===== src/rtl/assert_macros.svh =====
// ----------------------------------------------------------------------------
// assert_macros.svh
// concurrent assertion helpers used by software_timer_bank
// ----------------------------------------------------------------------------
`ifndef ASSERT_MACROS_SVH
`define ASSERT_MACROS_SVH

// expression holds at every clock edge outside reset
`define STB_ASSERT_HOLDS(label, clk, rst, expr, msg) \
   label: assert property (@(posedge clk) disable iff (rst) (expr)) else $error(msg);

// antecedent implies consequent in the same cycle
`define STB_ASSERT_IMPLIES(label, clk, rst, pre, post, msg) \
   label: assert property (@(posedge clk) disable iff (rst) (pre) |-> (post)) else $error(msg);

`endif


===== src/rtl/stb_pkg.sv =====
// ----------------------------------------------------------------------------
// stb_pkg
// types and constants of the software timer bank
// ----------------------------------------------------------------------------
`default_nettype none

package stb_pkg;

   localparam int CmdWidth   = 2;
   localparam int IndexWidth = 3;
   localparam int CountWidth = 16;
   localparam int MapWidth   = 8;

   typedef enum logic [CmdWidth-1:0] {
      CMD_START = 2'd0,
      CMD_STOP  = 2'd1,
      CMD_TICK  = 2'd2,
      CMD_READ  = 2'd3
   } cmd_type;

   typedef enum logic [1:0] {
      ST_IDLE,
      ST_SWEEP,
      ST_LOOKUP,
      ST_UPDATE
   } state_type;

   typedef struct packed {
      logic [CountWidth-1:0] limit;
      logic [CountWidth-1:0] elapsed;
      logic [CountWidth-1:0] total;
   } entry_type;

   typedef struct packed {
      logic enable;
      logic expired;
      logic write;
   } flags_type;

endpackage

`default_nettype wire


===== src/rtl/stb_entry_ram.sv =====
// ----------------------------------------------------------------------------
// stb_entry_ram
// per-timer entry store, one write port and one registered read port
// ----------------------------------------------------------------------------
`default_nettype none

module stb_entry_ram #(
   parameter int Depth     = 8,
   parameter int AddrWidth = 3
) (
   input  wire logic                  clock,
   input  wire logic                  rd_en,
   input  wire logic [AddrWidth-1:0]  rd_addr,
   output      stb_pkg::entry_type    rd_data,
   input  wire logic                  wr_en,
   input  wire logic [AddrWidth-1:0]  wr_addr,
   input       stb_pkg::entry_type    wr_data
);
   import stb_pkg::*;

   entry_type mem [Depth];
   entry_type rd_data_ff;

   always_ff @(posedge clock) begin
      if (wr_en) begin
         mem[wr_addr] <= wr_data;
      end
   end

   always_ff @(posedge clock) begin
      if (rd_en) begin
         rd_data_ff <= mem[rd_addr];
      end
   end

   assign rd_data = rd_data_ff;

endmodule

`default_nettype wire


===== src/rtl/stb_update.sv =====
// ----------------------------------------------------------------------------
// stb_update
// next entry and flags of one timer for start, stop, tick and read
// ----------------------------------------------------------------------------
`default_nettype none

module stb_update (
   input       stb_pkg::cmd_type                    op,
   input  wire logic                                in_range,
   input  wire logic [stb_pkg::CountWidth-1:0]      preset,
   input  wire logic                                enabled,
   input  wire logic                                expired,
   input       stb_pkg::entry_type                  cur,
   output      stb_pkg::entry_type                  nxt,
   output      stb_pkg::flags_type                  flg
);
   import stb_pkg::*;

   always_comb begin
      nxt         = cur;
      flg.enable  = enabled;
      flg.expired = expired;
      flg.write   = 1'b0;
      unique case (op)
         CMD_START: begin
            if (in_range && !enabled) begin
               nxt.limit   = (preset == '0) ? '0 : preset - 1'b1;
               nxt.elapsed = '0;
               flg.enable  = 1'b1;
               flg.expired = 1'b0;
               flg.write   = 1'b1;
            end
         end
         CMD_STOP: begin
            if (in_range) begin
               nxt.limit   = '0;
               nxt.elapsed = '0;
               flg.enable  = 1'b0;
               flg.expired = 1'b0;
               flg.write   = 1'b1;
            end
         end
         CMD_TICK: begin
            if (enabled) begin
               flg.write = 1'b1;
               if (cur.elapsed >= cur.limit) begin
                  nxt.elapsed = '0;
                  nxt.total   = cur.total + 1'b1;
                  flg.expired = 1'b1;
               end else begin
                  nxt.elapsed = cur.elapsed + 1'b1;
               end
            end
         end
         CMD_READ: begin
         end
      endcase
   end

endmodule

`default_nettype wire


===== src/rtl/software_timer_bank.sv =====
// ----------------------------------------------------------------------------
// software_timer_bank
// bank of TIMER_COUNT software timers kept in an entry memory
// ----------------------------------------------------------------------------
// Usage: one item on the req_ channel (command, timer index, preset) yields
// one item on the rsp_ channel with the addressed timer's state after the
// command and the bitmap of expired flags of timers 0 to 7.
// Start, stop and read pass through one memory read of the addressed entry
// in the lookup state and one read-modify-write in the update state.
// Tick first sweeps the timers: the sweep reads entry i while writing
// back entry i-1, then the addressed entry is read for the report.
// One item is in work at a time; req_ready is high while the sequencer is
// idle, also while an earlier result still waits in the output register.
// If the receiver stalls, a finished item waits in the sequencer until the
// output register is free, and nothing in the bank changes meanwhile.
// Reset clears all timers at once through per-entry valid bits; the entry
// memory needs no clearing pass and the first item may follow reset.
// ----------------------------------------------------------------------------
`default_nettype none

`include "assert_macros.svh"

module software_timer_bank #(
   parameter int TIMER_COUNT = 8
) (
   input  wire logic                               clock,
   input  wire logic                               reset,
   input  wire logic                               req_valid,
   output      logic                               req_ready,
   input  wire logic [stb_pkg::CmdWidth-1:0]       req_cmd,
   input  wire logic [stb_pkg::IndexWidth-1:0]     req_timer_index,
   input  wire logic [stb_pkg::CountWidth-1:0]     req_preset,
   output      logic                               rsp_valid,
   input  wire logic                               rsp_ready,
   output      logic [stb_pkg::IndexWidth-1:0]     rsp_report_index,
   output      logic                               rsp_running,
   output      logic [stb_pkg::CountWidth-1:0]     rsp_elapsed,
   output      logic                               rsp_expired,
   output      logic [stb_pkg::CountWidth-1:0]     rsp_expiry_total,
   output      logic [stb_pkg::MapWidth-1:0]       rsp_expired_map
);
   import stb_pkg::*;

   localparam int AddrWidth  = (TIMER_COUNT > 1) ? $clog2(TIMER_COUNT) : 1;
   localparam int SweepWidth = $clog2(TIMER_COUNT + 1);

   state_type                   state_ff, state_in;
   logic [SweepWidth-1:0]       sweep_ff, sweep_in;
   cmd_type                     cmd_ff;
   logic [IndexWidth-1:0]       idx_ff;
   logic [CountWidth-1:0]       preset_ff;

   logic [TIMER_COUNT-1:0]      enable_ff, enable_in;
   logic [TIMER_COUNT-1:0]      expired_ff, expired_in;
   logic [TIMER_COUNT-1:0]      written_ff, written_in;

   logic                        rsp_valid_ff, rsp_valid_in;
   logic [IndexWidth-1:0]       rsp_index_ff;
   logic                        rsp_running_ff, rsp_running_in;
   logic [CountWidth-1:0]       rsp_elapsed_ff, rsp_elapsed_in;
   logic                        rsp_expired_ff, rsp_expired_in;
   logic [CountWidth-1:0]       rsp_total_ff, rsp_total_in;
   logic [MapWidth-1:0]         rsp_map_ff, rsp_map_in;

   logic [AddrWidth+IndexWidth-1:0] idx_ext;
   logic [AddrWidth-1:0]        idx_addr;
   logic                        idx_ok;
   logic [AddrWidth-1:0]        sweep_addr;
   logic [AddrWidth-1:0]        prev_addr;
   logic                        sweep_last;
   logic                        sweep_write;
   logic                        rsp_free;
   logic                        do_update;

   logic                        mem_rd_en;
   logic [AddrWidth-1:0]        mem_rd_addr;
   entry_type                   mem_rd_data;
   logic                        mem_wr_en;

   cmd_type                     upd_op;
   logic [AddrWidth-1:0]        upd_addr;
   logic                        upd_in_range;
   logic                        upd_enabled;
   logic                        upd_expired;
   entry_type                   upd_cur;
   entry_type                   upd_nxt;
   flags_type                   upd_flg;

   assign idx_ext     = {{AddrWidth{1'b0}}, idx_ff};
   assign idx_addr    = idx_ext[AddrWidth-1:0];
   assign idx_ok      = 32'(idx_ff) < 32'(TIMER_COUNT);
   assign sweep_addr  = sweep_ff[AddrWidth-1:0];
   assign prev_addr   = sweep_addr - 1'b1;
   assign sweep_last  = sweep_ff == SweepWidth'(TIMER_COUNT);
   assign sweep_write = (state_ff == ST_SWEEP) && (sweep_ff != '0);
   assign rsp_free    = !rsp_valid_ff || rsp_ready;
   assign do_update   = (state_ff == ST_UPDATE) && rsp_free;

   // entry under update: previous sweep slot or the addressed timer
   always_comb begin
      if (state_ff == ST_SWEEP) begin
         upd_op       = CMD_TICK;
         upd_addr     = prev_addr;
         upd_in_range = 1'b1;
      end else begin
         upd_op       = (cmd_ff == CMD_TICK) ? CMD_READ : cmd_ff;
         upd_addr     = idx_addr;
         upd_in_range = idx_ok;
      end
   end

   assign upd_enabled = upd_in_range && enable_ff[upd_addr];
   assign upd_expired = upd_in_range && expired_ff[upd_addr];
   assign upd_cur     = (upd_in_range && written_ff[upd_addr]) ? mem_rd_data : '0;

   stb_update u_update (
      .op       (upd_op),
      .in_range (upd_in_range),
      .preset   (preset_ff),
      .enabled  (upd_enabled),
      .expired  (upd_expired),
      .cur      (upd_cur),
      .nxt      (upd_nxt),
      .flg      (upd_flg)
   );

   assign mem_rd_en   = ((state_ff == ST_SWEEP) && !sweep_last) || (state_ff == ST_LOOKUP);
   assign mem_rd_addr = (state_ff == ST_SWEEP) ? sweep_addr : idx_addr;
   assign mem_wr_en   = (sweep_write || do_update) && upd_flg.write;

   stb_entry_ram #(
      .Depth     (TIMER_COUNT),
      .AddrWidth (AddrWidth)
   ) u_entry_ram (
      .clock   (clock),
      .rd_en   (mem_rd_en),
      .rd_addr (mem_rd_addr),
      .rd_data (mem_rd_data),
      .wr_en   (mem_wr_en),
      .wr_addr (upd_addr),
      .wr_data (upd_nxt)
   );

   always_comb begin
      enable_in  = enable_ff;
      expired_in = expired_ff;
      written_in = written_ff;
      if (mem_wr_en) begin
         enable_in[upd_addr]  = upd_flg.enable;
         expired_in[upd_addr] = upd_flg.expired;
         written_in[upd_addr] = 1'b1;
      end
   end

   for (genvar i = 0; i < MapWidth; i++) begin : g_map
      if (i < TIMER_COUNT) begin : g_live
         assign rsp_map_in[i] = expired_in[i];
      end else begin : g_none
         assign rsp_map_in[i] = 1'b0;
      end
   end

   assign rsp_running_in = upd_in_range && upd_flg.enable;
   assign rsp_elapsed_in = upd_in_range ? upd_nxt.elapsed : '0;
   assign rsp_expired_in = upd_in_range && upd_flg.expired;
   assign rsp_total_in   = upd_in_range ? upd_nxt.total : '0;

   always_comb begin
      state_in     = state_ff;
      sweep_in     = sweep_ff;
      req_ready    = 1'b0;
      rsp_valid_in = rsp_valid_ff && !rsp_ready;
      unique case (state_ff)
         ST_IDLE: begin
            req_ready = 1'b1;
            sweep_in  = '0;
            if (req_valid) begin
               state_in = (cmd_type'(req_cmd) == CMD_TICK) ? ST_SWEEP : ST_LOOKUP;
            end
         end
         ST_SWEEP: begin
            if (sweep_last) begin
               state_in = ST_LOOKUP;
            end else begin
               sweep_in = sweep_ff + 1'b1;
            end
         end
         ST_LOOKUP: begin
            state_in = ST_UPDATE;
         end
         ST_UPDATE: begin
            if (rsp_free) begin
               state_in     = ST_IDLE;
               rsp_valid_in = 1'b1;
            end
         end
      endcase
   end

   always_ff @(posedge clock) begin
      if (reset) begin
         state_ff     <= ST_IDLE;
         sweep_ff     <= '0;
         enable_ff    <= '0;
         expired_ff   <= '0;
         written_ff   <= '0;
         rsp_valid_ff <= 1'b0;
      end else begin
         state_ff     <= state_in;
         sweep_ff     <= sweep_in;
         enable_ff    <= enable_in;
         expired_ff   <= expired_in;
         written_ff   <= written_in;
         rsp_valid_ff <= rsp_valid_in;
      end
   end

   always_ff @(posedge clock) begin
      if (req_valid && req_ready) begin
         cmd_ff    <= cmd_type'(req_cmd);
         idx_ff    <= req_timer_index;
         preset_ff <= req_preset;
      end
      if (do_update) begin
         rsp_index_ff   <= idx_ff;
         rsp_running_ff <= rsp_running_in;
         rsp_elapsed_ff <= rsp_elapsed_in;
         rsp_expired_ff <= rsp_expired_in;
         rsp_total_ff   <= rsp_total_in;
         rsp_map_ff     <= rsp_map_in;
      end
   end

   assign rsp_valid        = rsp_valid_ff;
   assign rsp_report_index = rsp_index_ff;
   assign rsp_running      = rsp_running_ff;
   assign rsp_elapsed      = rsp_elapsed_ff;
   assign rsp_expired      = rsp_expired_ff;
   assign rsp_expiry_total = rsp_total_ff;
   assign rsp_expired_map  = rsp_map_ff;

   `STB_ASSERT_HOLDS(a_flags_need_entry, clock, reset, ((enable_ff | expired_ff) & ~written_ff) == '0, "timer flag set on an entry never written")
   `STB_ASSERT_IMPLIES(a_write_when_busy, clock, reset, mem_wr_en, (state_ff == ST_SWEEP) || (state_ff == ST_UPDATE), "entry write outside sweep or update")
   `STB_ASSERT_IMPLIES(a_rsp_from_update, clock, reset, $rose(rsp_valid_ff), $past(state_ff == ST_UPDATE), "result item loaded outside update")
   `STB_ASSERT_IMPLIES(a_sweep_bound, clock, reset, state_ff == ST_SWEEP, sweep_ff <= SweepWidth'(TIMER_COUNT), "sweep ran past the last timer")

endmodule

`default_nettype wire

===== config.mk =====
export PLATFORM = sky130hd
export DESIGN_NAME = software_timer_bank
export DESIGN_NICKNAME = d
export VERILOG_FILES = /design/src/rtl/stb_pkg.sv /design/src/rtl/stb_entry_ram.sv /design/src/rtl/stb_update.sv /design/src/rtl/software_timer_bank.sv
export VERILOG_INCLUDE_DIRS = /design/src /design/src/rtl
export SDC_FILE = /design/constraint.sdc
export NUM_CORES = 1
export LEC_CHECK = 0
export BUFFER_PORTS_ARGS = -buffer_cell sky130_fd_sc_hd__buf_2
export CAP_MARGIN = 10
export CORE_MARGIN = 5
export CORE_UTILIZATION = 60
export CTS_CLUSTER_SIZE = 28
export DETAILED_ROUTE_END_ITERATION = 10
export GPL_ROUTABILITY_DRIVEN = 0
export PLACE_DENSITY = 0.77
export SLEW_MARGIN = 20
export SYNTH_ARGS = -nofsm -noshare
export SYNTH_HDL_FRONTEND = slang
export SYNTH_HIERARCHICAL = 1
export SYNTH_SLANG_ARGS = --single-unit

===== constraint.sdc =====
create_clock -name clock -period 23 [get_ports clock]
set_input_delay 0 -clock clock [delete_from_list [all_inputs] [get_ports clock]]
set_output_delay 0 -clock clock [all_outputs]
set_load 0.05 [all_outputs]

==> results of run 1 <==
## cells in the final DEF (no fill, tap or decap), types with 8 or more instances in the layout
cell type | Yosys | routed
nand3_1 | 11 | 11
nor2_1 | 49 | 43
clkinv_1 | 0 | 9
edfxtp_1 | 498 | 498
a21oi_1 | 23 | 23
nor3_1 | 21 | 19
mux4_2 | 93 | 93
and2_1 | 55 | 54
dlygate4sd3_1 | 0 | 26
dfxtp_1 | 31 | 31
mux2i_1 | 8 | 8
mux2_4 | 40 | 41
inv_1 | 33 | 33
mux2_2 | 18 | 17
nor2b_1 | 13 | 13
nand2b_1 | 11 | 11
clkbuf_16 | 0 | 53
buf_4 | 2 | 21
xor2_1 | 16 | 16
clkinv_2 | 0 | 12
o22ai_1 | 14 | 14
nand4_1 | 20 | 20
ha_1 | 28 | 28
buf_2 | 18 | 71
nand2_1 | 47 | 47
xnor2_1 | 13 | 13
## area by class of cell
class | count | area [µm²]
fillers | 2296 | 11100
flip-flops and latches | 529 | 15600
inverters | 34 | 128
clock inverters | 35 | 339
well taps | 461 | 577
clock buffers | 60 | 1350
multi-input cells | 578 | 5940
repair buffers | 118 | 773
## per-layer routing
| metal | GRT usage | wire length [µm] | vias up |
|---|---|---|---|
| met5 | 0 | 0 | - |
| met4 | 0.0612 | 1090 | 0 |
| met3 | 0.0381 | 2490 | 75 |
| met2 | 0.360 | 21500 | 396 |
| met1 | 0.299 | 18100 | 5682 |
| li1 | - | - | 4963 |
## worst max path at each step
| stage | endpoint | slack (ns) |
|---|---|---|
| after CTS | u_entry_ram/mem[4][34] | 16.73 |
| final | u_entry_ram/mem[2][23] | 16.67 |
| after global routing | u_entry_ram/mem[4][32] | 16.28 |
| after global placement | u_entry_ram/mem[4][35] | 17.06 |
| after detailed placement | u_entry_ram/mem[4][36] | 16.78 |
| after floorplan | u_entry_ram/mem[0][0] | 15.75 |
## metrics by stage
stage          hold WS, ns  power, µW
6_report             0.121       3020
5_1_grt              0.108       3160
4_1_cts             0.0889       3040
3_5_place_dp         0.178       2190
3_3_place_gp         0.176       2170
2_1_floorplan       0.0716       1980
## timing repair
action | CTS | global route
hold buffers | 26 | 0
setup endpoints to repair | 0 | 0
resized for setup | 0 | 0
endpoints found under the hold margin | 52 | 0
## registers in the layout (all words and copies together) (netlist names), 16 cells and up
register,cells
preset_ff,16
rsp_elapsed,16
rsp_expiry_total,16
u_entry_ram/mem,384
u_entry_ram/rd_data,48
## power groups by stage
stage	registers, µW	logic, µW	clock network, µW
3_3_place_gp	1320	846	0
3_5_place_dp	1320	875	0
6_report	1300	882	837
2_1_floorplan	1330	649	0
5_1_grt	1310	959	894
4_1_cts	1300	884	854
## worst register-to-register path: stages, from the launching register on
cell	delay, ns
dfxtp_1	0.34
inv_1	0.12
ha_1	0.40
nand2b_1	0.29
and2_1	0.45
inv_2	0.27
nand2_1	0.14
a21oi_1	0.07
or4_1	0.73
nor2b_1	0.24
or2_2	0.45
inv_1	0.48
nor2_1	0.20
inv_1	0.19
and2_1	0.18
a32oi_2	0.16
inv_1	0.15
nand2b_1	0.22
nor2_4	0.16
buf_4	0.66
## cells by family (layout without fill, tap and decap cells)
kind of cell | after synthesis | in the layout | synth area share
other | 1 | 1 | 0.000172
adders and majority gates | 28 | 28 | 0.0160
xor gates and xnor gates | 30 | 30 | 0.0124
AOI/OAI and AO/OA | 86 | 86 | 0.0286
muxes | 162 | 162 | 0.140
DFF | 529 | 529 | 0.713
and+or+nand+nor | 271 | 271 | 0.0692
buffers and inverters | 84 | 247 | 0.0209
==> results by group, run 1 <==
Global route
  – First-pass GRT wire length: 67100 µm
  – Initial antenna violation count: 0
  – Vias in the first global route: 11446
  – Pin count of the biggest net entering global routing: 66
  – GRT Residual Overflow: 0
  – Gr usage total: 0.216

Pwr
  – Combinational Power Share: 0.292
  – Peak supply drop: 0.0725 mV
  – Switch Pwr: 929 µW
  – Leakage: 0.00830 µW
  – Internal: 2090 µW
  – Pwr/cell area: 122 nW/µm²
  – Sw frac: 0.308
  – Clock share of power: 0.277
  – Register share of total power: 0.431

Timing
  – PnR worst setup slack: 16.67 ns
  – Slew HR: 0.303
  – Final setup violating endpoints: 0
  – Final TNS setup: 0 ns
  – Worst-margin pin slew: 1.05 ns
  – Fin. max-slew vios: 0
  – Final min period: 6.33 ns
  – F_max: 158 MHz
  – Clock Skews: 0.0251 ns
  – Final Hold Violating Endpoints: 0
  – Final cycle utilization of the critical path: 0.275
  – Unrepaired setup endpoints after global routing: false

Route
  – Detail Route Antenna Nets: 0
  – DRT Pass-1 Iters: 5
  – Total number of vias: 11116
  – Via-per-instance ratio: 6.12
  – Routed len/inst: 23.7 µm
  – DRT Wirelength: 43100 µm
  – # DRC: 0
  – DR iter-0 viols: 1083

Setup path
  – Reg-to-reg startpoint: state_ff[1]
  – CP Data Arrival Time: 6.53 ns
  – Crit path depth: 19
  – CP top delay family: simple AND/OR/NAND/NOR gates
  – CP Cell Sequence: inv_1 > ha_1 > nand2b_1 > and2_1 > inv_2 > nand2_1 > a21oi_1 > or4_1 > nor2b_1 > or2_2 > inv_1 > nor2_1 > inv_1 > and2_1 > a32oi_2 > inv_1 > nand2b_1 > nor2_4 > buf_4
  – Critical path capture point type: register
  – Buf+Inv Stages, Crit Path: 6
  – CP Launch Type: register
  – Slowest Stage Delay on Critical Path: 0.73 ns
  – Most frequent CP cell: inv_1
  – Worst-path maximum fanout: 48
  – Critical path type: register to register
  – Worst Path Required: 23.20 ns
  – Reg2reg setup slack: 16.67 ns
  – Launch point of the critical path: state_ff[1]
  – Worst reg2reg path depth: 19
  – Slowest-stage cell, CP: or4_1
  – FF-to-FF End: u_entry_ram/mem[2][23]

Run status
  – Outcome: complete, no violations

Floorplan
  – Starting Density: 0.611
  – Die area: 40300 µm²
  – Core area: 35700 µm²
  – Std-Cell Rows: 69
  – Ports: 72
  – Die width: 201 µm
  – DIE HEIGHT: 201 µm

Yosys
  – Mapped Cells: 1191
  – Post-synth ARST share: 0
  – EDFF count, synth: 498
  – Top_reg_cell synth: edfxtp_1
  – Post-Syn Nets: 1244
  – Mapped cell area: 21800 µm²
  – Top cell type's share of synthesized area: 0.684
  – Yosys reg bits: 529
  – Synth area leaders: edfxtp_1 (68%), mux4_2 (9.6%), dfxtp_1 (2.8%), mux2_4 (2.7%), ha_1 (1.6%)
  – Post-synthesis sequential area ratio: 0.713
  – Most common library cells after synthesis: edfxtp_1 (498), mux4_2 (93), and2_1 (55)
  – Most common cell in the netlist: edfxtp_1
  – Yosys top cell by area: edfxtp_1
  – Synth unique cells: 65
  – Synthesized area per cell: 18.3 µm²
  – Ys Warns: 6

Place
  – IO buf count: 71
  – Post-DP HPWL: 24700 µm
  – Post-DP Area: 22700 µm²
  – Inst Count DP: 1694
  – Dpl ws: 16.78 ns

Layout
  – Area Growth Syn to Fin: 13.0%
  – Final instance area: 24700 µm²
  – Fin util: 0.691
  – Nets: 1366
  – Non-filler cells, final: 1815
  – Antenna Cells: 0
  – Ratio of cells with drive above 1 in the final layout: 0.269

CTS
  – TritonCTS clock tree: yes
  – Postcts setup bufs: 0
  – Clock Pin Slew Worst Setup and Hold Paths: 0.06 ns
  – TritonCTS buffer count: 52
  – Maximum buffer depth of the clock tree: 3
  – Root Driver: clkbuf_16
  – H-tree lvl count: 2
  – Skew-Pair Late Insertion Delay: 0.59 ns
  – Clock Sinks: 529

Min path
  – Class of the worst hold path: input pin to register
  – Hold wc startpoint: req_preset[5]
  – WHS Path Cells: 2
  – Worst Hold Endpoint: preset_ff[5]

Job
  – MaxCap Viol Count: 0
Note: power is estimated with default switching activity, not from simulation.
==> run 2: changes to the inputs <==
==> constraint.sdc (replaced) <==
create_clock -name clock -period 6.05 [get_ports clock]
set_input_delay 0 -clock clock [delete_from_list [all_inputs] [get_ports clock]]
set_output_delay 0 -clock clock [all_outputs]
set_load 0.05 [all_outputs]
==> run 2 against run 1 <==
Global-route usage increased by 1.2 points. First-iteration DRC count fell by 10%. Non-clock buffer count up 9. Die area unchanged. Via count up 2.3%. Sequential cell count unchanged. Cell count increased by 0.22%. Worst hold slack better by 0.0068 ns. Setup slack worse by 16 ns. Combinational power grew to 3.9 times the previous value. Largest cell class unchanged. Critical endpoint is now u_entry_ram/mem[0][25]. Sequential power increased to 3.8 times the previous value.
==> results by group, run 2 (same netlist as run 1, synthesis figures left out) <==
Run status
  – Outcome: complete, no violations (unchanged)

Layout
  – Nets: 1374 (was 1366)
  – Commonest non-fill, non-tap cell in the layout: edfxtp_1 (unchanged)
  – Multi-input combinational cell area: 5950 µm² (was 5940 µm²)
  – FILL cells: 2228 (was 2296)
  – Antenna Cells: 0 (unchanged)
  – Area Growth Syn to Fin: 13.2% (was 13.0%)
  – FF/Latch Area: 15600 µm² (unchanged)
  – Final instance area: 24700 µm² (about the same)
  – Ratio of cells with drive above 1 in the final layout: 0.267 (was 0.269)
  – Register bank with the most flops: u_entry_ram/mem (unchanged)
  – Most frequent cells in the layout: edfxtp_1 (498), mux4_2 (93), buf_2 (71) (unchanged)
  – Largest register FFs: 384 (unchanged)

Timing
  – Fin. max-slew vios: 0 (unchanged)
  – Final min period: 5.70 ns (was 6.33 ns)
  – PnR worst setup slack: 0.345 ns (was 16.67 ns)
  – Clock Skews: 0.0168 ns (was 0.0251 ns)
  – Final cycle utilization of the critical path: 0.943 (was 0.275)
  – Unrepaired setup endpoints after global routing: false (unchanged)
  – Slew HR: 0.283 (was 0.303)
  – Final Hold Violating Endpoints: 0 (unchanged)
  – F_max: 175 MHz (was 158 MHz)
  – Final setup violating endpoints: 0 (unchanged)
  – Worst-margin pin slew: 1.07 ns (was 1.05 ns)

Place
  – IO buf count: 71 (unchanged)
  – Post-DP Area: 22900 µm² (was 22700 µm²)
  – Post-DP HPWL: 25800 µm (was 24700 µm)
  – Dpl ws: 0.232 ns (was 16.78 ns)

Global route
  – Initial antenna violation count: 0 (unchanged)
  – Gr usage total: 0.228 (was 0.216)
  – First-pass GRT wire length: 70000 µm (was 67100 µm)
  – Pin count of the biggest net entering global routing: 56 (was 66)
  – GRT Residual Overflow: 0 (unchanged)
  – Vias in the first global route: 11495 (was 11446)

Route
  – # DRC: 0 (unchanged)
  – Detail Route Antenna Nets: 0 (unchanged)
  – DR iter-0 viols: 973 (was 1083)
  – Top layer in use: met4 (unchanged)
  – Via-per-instance ratio: 6.25 (was 6.12)
  – Routed len/inst: 25.0 µm (was 23.7 µm)
  – DRT Wirelength: 45400 µm (was 43100 µm)
  – DRT Pass-1 Iters: 6 (was 5)
  – Metal2 WL: 22300 µm (was 21500 µm)
  – WL met1: 18700 µm (was 18100 µm)
  – Met3 wire len: 3240 µm (was 2490 µm)
  – Total number of vias: 11375 (was 11116)

Setup path
  – CP Launch Type: register (unchanged)
  – Most frequent CP cell: and2_1 (was inv_1)
  – Worst-path maximum fanout: 32 (was 48)
  – FF-to-FF End: u_entry_ram/mem[0][25] (was u_entry_ram/mem[2][23])
  – Launch point of the critical path: state_ff[1] (unchanged)
  – Critical path capture point type: register (unchanged)
  – Critical path endpoint: u_entry_ram/mem[0][25] (was u_entry_ram/mem[2][23])
  – Critical path type: register to register (unchanged)
  – Worst Path Required: 6.34 ns (was 23.20 ns)
  – Reg-to-reg startpoint: state_ff[1] (unchanged)
  – Buf+Inv Stages, Crit Path: 4 (was 6)
  – CP top delay family: simple AND/OR/NAND/NOR gates (unchanged)
  – Slowest Stage Delay on Critical Path: 0.66 ns (was 0.73 ns)
  – Worst reg2reg path depth: 17 (was 19)
  – Crit path depth: 17 (was 19)
  – Reg2reg setup slack: 0.35 ns (was 16.67 ns)
  – CP Cell Sequence: inv_1 > ha_1 > nand2b_1 > and2_1 > inv_2 > a211oi_1 > nor4_4 > buf_4 > and2_1 > inv_1 > ha_1 > nand2b_4 > a2111oi_4 > a2111oi_4 > or3_1 > and2_1 > o31ai_2 (was inv_1 > ha_1 > nand2b_1 > and2_1 > inv_2 > nand2_1 > a21oi_1 > or4_1 > nor2b_1 > or2_2 > inv_1 > nor2_1 > inv_1 > and2_1 > a32oi_2 > inv_1 > nand2b_1 > nor2_4 > buf_4)
  – Slowest-stage cell, CP: o31ai_2 (was or4_1)
  – CP Data Arrival Time: 5.99 ns (was 6.53 ns)

CTS
  – TritonCTS buffer count: 51 (was 52)
  – H-tree lvl count: 2 (unchanged)
  – Postcts setup bufs: 0 (unchanged)
  – Maximum buffer depth of the clock tree: 3 (unchanged)
  – Clock Sinks: 529 (unchanged)
  – Root Driver: clkbuf_16 (unchanged)
  – Clock Pin Slew Worst Setup and Hold Paths: 0.06 ns (about the same)
  – TritonCTS clock tree: yes (unchanged)
  – Skew-Pair Late Insertion Delay: 0.59 ns (about the same)

Floorplan
  – Core area: 35700 µm² (unchanged)
  – Die area: 40300 µm² (unchanged)
  – DIE HEIGHT: 201 µm (unchanged)
  – Ports: 72 (unchanged)
  – Starting Density: 0.611 (unchanged)
  – Std-Cell Rows: 69 (unchanged)
  – Die width: 201 µm (unchanged)

Pwr
  – Pwr/cell area: 455 nW/µm² (was 122 nW/µm²)
  – Leakage: 0.00829 µW (was 0.00830 µW)
  – Total power: 11300 µW (was 3020 µW)
  – Peak supply drop: 0.278 mV (was 0.0725 mV)

Job
  – MaxCap Viol Count: 0 (unchanged)

Min path
  – Class of the worst hold path: input pin to register (unchanged)
## run 2: cell count changes in the layout (fill, tap and decap cells not counted), sizes merged
cell | before | now
buf | 92 | 102
bufinv | 6 | 0
clkbuf | 60 | 67
clkinv | 23 | 19
clkinvlp | 4 | 2
dlygate4sd3 | 26 | 25
## run 2: how the worst min path moves through the flow
stage	slack [ns]	start	to	cells past startpoint
after floorplan	0.07	reset	expired_ff[7]	1
after global placement	0.18	req_preset[2]	preset_ff[2]	1
after detailed placement	0.18	req_preset[0]	preset_ff[0]	1
after CTS	0.09	req_preset[13]	preset_ff[13]	2
after global routing	0.12	req_preset[9]	preset_ff[9]	2
final	0.13	req_preset[9]	preset_ff[9]	2
## run 2: layout make-up
cell class,count,area share
repair buffers,127,0.0408
clock buffers,67,0.0549
well taps,461,0.0233
clock inverters,23,0.00541
inverters,34,0.00516
flip-flops and latches,529,0.630
multi-input cells,578,0.241
## run 2: metal layers
layer / vias up / global-route usage
li1: 4987 / -
met1: 5846 / 0.327
met2: 455 / 0.366
met3: 87 / 0.0381
met4: 0 / 0.0698
met5: - / 0
## run 2: repair_timing
item | CTS | global route
hold endpoints to repair | 52 | 0
endpoints found under the setup margin | 0 | 72
hold buffers | 25 | 0
resized for setup | 0 | 8
## run 2: metrics by stage
stage	hold slack, ns	setup TNS, ns	utilization	std cells
after CTS	0.0930	0	0.690	1818
after detailed placement	0.178	0	0.641	1703
after global routing	0.116	0	0.692	1819
after floorplan	0.0716	-115.46	-	1191
after global placement	0.176	0	0.641	1703
final	0.128	0	0.692	1819
## run 2: power breakdown
part           leakage (µW)  total, µW  switching, µW  internal [µW]
registers           0.00484       4950            121           4830
clock network      0.000722       2870           1290           1580
logic               0.00273       3440           2130           1310
total               0.00829      11300           3550           7720
